File: config.mk
export PLATFORM = sky130hd
export DESIGN_NAME = ftq_ctrl
export DESIGN_NICKNAME = d
export VERILOG_FILES = /design/src/rtl/core/ftq_pkg.sv /design/src/rtl/core/ftq_ctrl.sv
export VERILOG_INCLUDE_DIRS = /design/src /design/src/rtl/core
export SDC_FILE = /design/constraint.sdc
export NUM_CORES = 1
export LEC_CHECK = 0
export BUFFER_PORTS_ARGS = -buffer_cell sky130_fd_sc_hd__buf_2
export CAP_MARGIN = 40
export CORE_AREA = 3 3 40 42
export CTS_CLUSTER_DIAMETER = 100
export DETAILED_ROUTE_END_ITERATION = 6
export DIE_AREA = 0 0 43 45
export HOLD_SLACK_MARGIN = 0.02
export PLACE_DENSITY = 0.38
export SYNTH_ARGS = -nofsm -noshare
export SYNTH_HDL_FRONTEND = slang
export SYNTH_SLANG_ARGS = --single-unit
File: constraint.sdc
create_clock -name clk_i -period 1.5 [get_ports clk_i]
set_input_delay 0.15 -clock clk_i [delete_from_list [all_inputs] [get_ports clk_i]]
set_output_delay 0.15 -clock clk_i [all_outputs]
set_load 0.02 [all_outputs]
File: src/rtl/core/assert_macros.svh
// Assertion macros for the frequency table RTL.
// Define ASSERT_OFF to compile the checks out; no other dependencies.
`ifndef ASSERT_MACROS_SVH
`define ASSERT_MACROS_SVH
`ifndef ASSERT_OFF
// Check a property on every rising edge while out of reset.
`define ASSERT_PROP(lbl, clk, rstn, prop, msg) \
  lbl: assert property (@(posedge clk) disable iff (!rstn) (prop)) else $error(msg);
// Check that an expression never holds while out of reset.
`define ASSERT_NEVER(lbl, clk, rstn, expr, msg) \
  lbl: assert property (@(posedge clk) disable iff (!rstn) !(expr)) else $error(msg);
`else
`define ASSERT_PROP(lbl, clk, rstn, prop, msg)
`define ASSERT_NEVER(lbl, clk, rstn, expr, msg)
`endif
`endif

File: src/rtl/core/ftq_pkg.sv
// Package for the frequency table query engine: sizes, command codes,
// and the control/status structs between controller and datapath. No dependencies.
`timescale 1ns / 1ps

package ftq_pkg;

  localparam int KEY_BITS   = 10;
  localparam int COUNT_BITS = 10;

  localparam int CMD_W = 2;
  localparam int KEY_W = 10;
  localparam int THR_W = 10;

  localparam int KEY_SPACE   = 1 << KEY_BITS;
  localparam int COUNT_SPACE = 1 << COUNT_BITS;
  // keys_per_count entries must hold KEY_SPACE itself
  localparam int KPC_BITS    = KEY_BITS + 1;
  localparam int CLR_BITS    = (KEY_BITS > COUNT_BITS) ? KEY_BITS : COUNT_BITS;
  localparam int CMP_BITS    = (COUNT_BITS > THR_W) ? COUNT_BITS : THR_W;

  localparam int IN_BITS     = CMD_W + KEY_W + THR_W;
  localparam int S_TDATA_W   = ((IN_BITS + 7) / 8) * 8;
  localparam int M_TDATA_W   = 8;

  localparam logic [COUNT_BITS-1:0] COUNT_TOP = '1;
  localparam logic [CLR_BITS-1:0]   CLR_LAST  = '1;

  localparam logic [CMD_W-1:0] CMD_ADD    = 2'd0;
  localparam logic [CMD_W-1:0] CMD_REMOVE = 2'd1;

  typedef struct packed {
    logic [THR_W-1:0] threshold;
    logic [KEY_W-1:0] key;
    logic [CMD_W-1:0] command;
  } ftq_in_t;

  typedef struct packed {
    logic clr_en;      // clearing pass write
    logic load_in;     // latch update command, read key count
    logic rd_kpc;      // read both keys_per_count entries
    logic wr1;         // write key count, old count entry, largest
    logic wr2;         // write new count entry
    logic load_found;  // evaluate a check into the output register
  } ftq_cmd_t;

  typedef struct packed {
    logic clr_last;
  } ftq_sts_t;

endpackage

File: src/rtl/core/ftq_ctrl.sv
// Controller state machine of the frequency table query engine.
// Depends on ftq_pkg and assert_macros.svh.
`timescale 1ns / 1ps
`include "assert_macros.svh"

module ftq_ctrl import ftq_pkg::*; (
  input  logic             clk_i,
  input  logic             rst_ni,
  input  logic             s_valid_i,
  input  logic [CMD_W-1:0] s_cmd_i,
  output logic             s_ready_o,
  output logic             m_valid_o,
  input  logic             m_ready_i,
  input  ftq_sts_t         sts_i,
  output ftq_cmd_t         cmd_o
);

  localparam logic [2:0] ST_CLEAR = 3'd0;
  localparam logic [2:0] ST_IDLE  = 3'd1;
  localparam logic [2:0] ST_RDCNT = 3'd2;
  localparam logic [2:0] ST_RDKPC = 3'd3;
  localparam logic [2:0] ST_WR2   = 3'd4;

  logic [2:0] state_q, state_d;
  logic       m_valid_q, m_valid_d;
  logic       is_upd;
  logic       accept;

  assign is_upd    = (s_cmd_i == CMD_ADD) || (s_cmd_i == CMD_REMOVE);
  // an update needs no output slot; a check needs a free or draining one
  assign s_ready_o = (state_q == ST_IDLE) && (is_upd || !m_valid_q || m_ready_i);
  assign accept    = s_valid_i && s_ready_o;
  assign m_valid_o = m_valid_q;

  always_comb begin
    state_d = state_q;
    case (state_q)
      ST_CLEAR: if (sts_i.clr_last) state_d = ST_IDLE;
      ST_IDLE:  if (accept && is_upd) state_d = ST_RDCNT;
      ST_RDCNT: state_d = ST_RDKPC;
      ST_RDKPC: state_d = ST_WR2;
      ST_WR2:   state_d = ST_IDLE;
      default:  state_d = ST_CLEAR;
    endcase
  end

  always_comb begin
    m_valid_d = m_valid_q;
    if (accept && !is_upd) begin
      m_valid_d = 1'b1;
    end else if (m_ready_i) begin
      m_valid_d = 1'b0;
    end
  end

  always_comb begin
    cmd_o            = '0;
    cmd_o.clr_en     = (state_q == ST_CLEAR);
    cmd_o.load_in    = accept && is_upd;
    cmd_o.rd_kpc     = (state_q == ST_RDCNT);
    cmd_o.wr1        = (state_q == ST_RDKPC);
    cmd_o.wr2        = (state_q == ST_WR2);
    cmd_o.load_found = accept && !is_upd;
  end

  always_ff @(posedge clk_i or negedge rst_ni) begin
    if (!rst_ni) begin
      state_q   <= ST_CLEAR;
      m_valid_q <= 1'b0;
    end else begin
      state_q   <= state_d;
      m_valid_q <= m_valid_d;
    end
  end

  `ASSERT_PROP(a_upd_starts, clk_i, rst_ni, (accept && is_upd) |=> (state_q == ST_RDCNT), "update did not start")
  `ASSERT_PROP(a_chk_result, clk_i, rst_ni, (accept && !is_upd) |=> m_valid_q, "check gave no result")
  `ASSERT_PROP(a_clr_holds, clk_i, rst_ni, ((state_q == ST_CLEAR) && !sts_i.clr_last) |=> (state_q == ST_CLEAR), "clearing pass cut short")
  `ASSERT_PROP(a_wr_order, clk_i, rst_ni, cmd_o.wr2 |-> $past(cmd_o.wr1), "second write out of order")

endmodule

==> out/qor.yml <==
timing:
  finalSetupViolCount: 0
  skew_ns: 0.004570
  setup_slack_ns: 0.1074
  timing.final.crit_share_pct: 92.84
  fmax_mhz: 718.1
  finalHoldViolCount: 0
  rsz0062_at_grt: "no"
  fin_tns_setup_ns: 0
  worstMarginPinSlew_ns: 0.2701
  slew_headroom_pct: 81.99
  period_needed_ns: 1.393
  slew_viol_final: 0
global_routing:
  grt_max_degree: 11
  antenna_found_initial: 0
  grt_pass1_vias: 228
  grt_usage_pct: 6.845
  grt_pass1_wl_um: 910
  gr-total-overflow: 0
synthesis:
  yosysWarnings: 0
  synth_fp_nets: 36
  synthDistinctLibCells: 17
  avgSynthCellArea_sq_um: 8.586
  seq_area_frac_synth_pct: 40.20
  syn_area_sq_um: 249.0
  syn_inst: 29
  ys_ff_latch: 4
  ys_top_cells_by_area: "dfrtp_1, nor2_1, nand2b_1, buf_4, nor2b_4"
  yosys.area.top_type_share_pct: 40.20
  yosys.area.top_type: "dfrtp_1"
drt:
  via_per_inst: 4.085
  routedWlPerCell_um: 9.729
  drtIter0Drc: 1
  totalWireLength_um: 574
  drc: 0
  first_pass_iters: 2
  vias: 241
  final_antenna_net_count: 0
final_layout:
  mostFrequentLayoutCells: "buf_2, nor2_1, nand2b_1, clkbuf_4, dfrtp_1"
  n_antenna_cell: 0
  final_cells: 59
  multi_input_area_sq_um: 128.9
  n_fill_cell: 148
  drive_above_1_share_pct: 45.45
  ff_latch_area_sq_um: 101.3
  syn2layout_area_growth_pct: 42.21
  layout_commonest_cell: "buf_2"
  nNetsFinal: 53
worst_setup_path:
  crit_arrival_ns: 1.24
  path_class: "flip-flop to primary output"
  endpoint_kind: "primary output"
  crit_chain: "nor2b_4, nand4b_1, nor2_1, buf_2"
  critPathRequiredTime_ns: 1.35
  path_max_fanout: 5
  critPathLaunchType: "flip-flop"
  slowest_delay_ns: 0.45
  slowest_stage: "dfrtp_2"
clock_network:
  cts_tree: "yes"
  clock-sinks: 4
  clk_latency_ns: 0.24
  root_buffer: "clkbuf_4"
  h-tree-depth: 1
  clk_pin_slew_worst_paths_ns: 0.04
  cts_buffers: 3
  cts_buffer_depth: 2
floorplan:
  die_h_um: 45
  start_util_pct: 19.38
  die_w_um: 43
  ios: 15
  coreArea_sq_um: 1285
  rows: 13
  dieArea_sq_um: 1935
hold_path:
  hp-class: "input pin to flip-flop"
place:
  place_congestion: 0.6846
  hpwl_um: 430.8
  pre_cts_ws_ns: 0.3491
  placedCellCount: 54
  port_buffers: 13
pwr:
  netSwitchingPower_w: 0.0003475
  p_int_w: 0.0004272
  ir_worst_vdd_v: 0.0008547
  powerDensity_nw_per_um2: 2188
  pwr-share-seq_pct: 27.7
  pwr-share-clk_pct: 17.8
  switching_share_pct: 44.86
  comb_power_share_pct: 54.5
  p_leak_nw: 0.1918
flow_run:
  drv_cap: 0
run_status:
  status: "complete, no violations"
[stage by stage]
stage	hold slack [ns]	power [W]	area, sq um	utilization [%]
after floorplan	-0.1456	0.0005194	249.0	-
final	0.1522	0.0007746	354.1	27.56
after global routing	0.1790	0.0008491	354.1	27.56
after detailed placement	-0.04033	0.0006165	312.8	24.34
after global placement	-0.04379	0.0006176	312.8	24.34
after CTS	0.1456	0.0007653	345.3	26.87
[layout make-up]
| type | count | share of cell area [%] |
|---|---|---|
| Clock buffer | 3 | 6.360 |
| Tap cell | 15 | 5.300 |
| Multi-Input combinational cell | 22 | 36.40 |
| Sequential cell | 4 | 28.62 |
| Timing Repair Buffer | 15 | 23.32 |
[worst max-delay path, delay by kind of cell, from the launching register on]
family                 cells  cell delay [ns]
buffers and inverters      1             0.16
DFF                        1             0.45
and+or+nand+nor            3             0.39
[power groups by stage]
stage / combinational, W / sequential (W) / clock (W)
floorplan: 0.000313 / 0.000207 / 0
global placement: 0.000394 / 0.000224 / 0
detailed placement: 0.000394 / 0.000222 / 0
CTS: 0.000397 / 0.000223 / 0.000146
global route: 0.000468 / 0.000224 / 0.000157
finish: 0.000422 / 0.000215 / 0.000138
[state kept, by name, summed over array words and instances, names as in the netlist]
signal	flops
m_valid_o	1
state_q	3
[synth_stat cells]
cell      number
a21boi_1       1
a21oi_1        2
and2_1         1
buf_2          1
buf_4          2
dfrtp_1        4
nand2_1        1
nand2b_1       3
nand2b_2       1
nand3b_1       1
nand4b_1       1
nor2_1         6
nor2b_1        1
nor2b_4        1
nor3_1         1
o21ai_0        1
o21ai_1        1
[cell families after synthesis]
group / count (synthesis) / share of synthesized area [%]
flip-flops: 4 / 40.20
buffers and inverters: 3 / 8.037
AO/OA/AOI/OAI: 5 / 11.05
AND/OR/NAND/NOR: 17 / 40.70
[path summary, 6_finish.rpt]
path,startpoint,slack [ns],depth (start not counted),to
worst max-delay path,state_q[1]$_DFFE_PN0P_,0.11,4,cmd_o[0]
worst min-delay path,sts_i,0.15,3,state_q[0]$_DFFE_PN0P_
worst max register to register,state_q[0]$_DFFE_PN0P_,0.50,4,state_q[0]$_DFFE_PN0P_
worst min register to register,state_q[2]$_DFFE_PN0P_,0.61,1,state_q[2]$_DFFE_PN0P_
max in group asynchronous,rst_ni,1.13,2,state_q[1]$_DFFE_PN0P_
min in group asynchronous,rst_ni,0.24,2,m_valid_o$_DFFE_PN0P_
[layer usage]
layer	track usage [%]	wire length, um	up-vias	share of wire (%)
li1	-	-	124	-
met1	7.282	261	104	45
met2	8.982	245	13	43
met3	5.179	68	0	12
met4	5.422	0	0	0
met5	0	0	-	0
[timing repair]
action	CTS	global route
hold endpoints to repair	4	0
resized for setup	0	1
hold buffers	1	0
setup buffers	0	1
setup endpoints to repair	0	1
(Power assumes the default switching activity.)
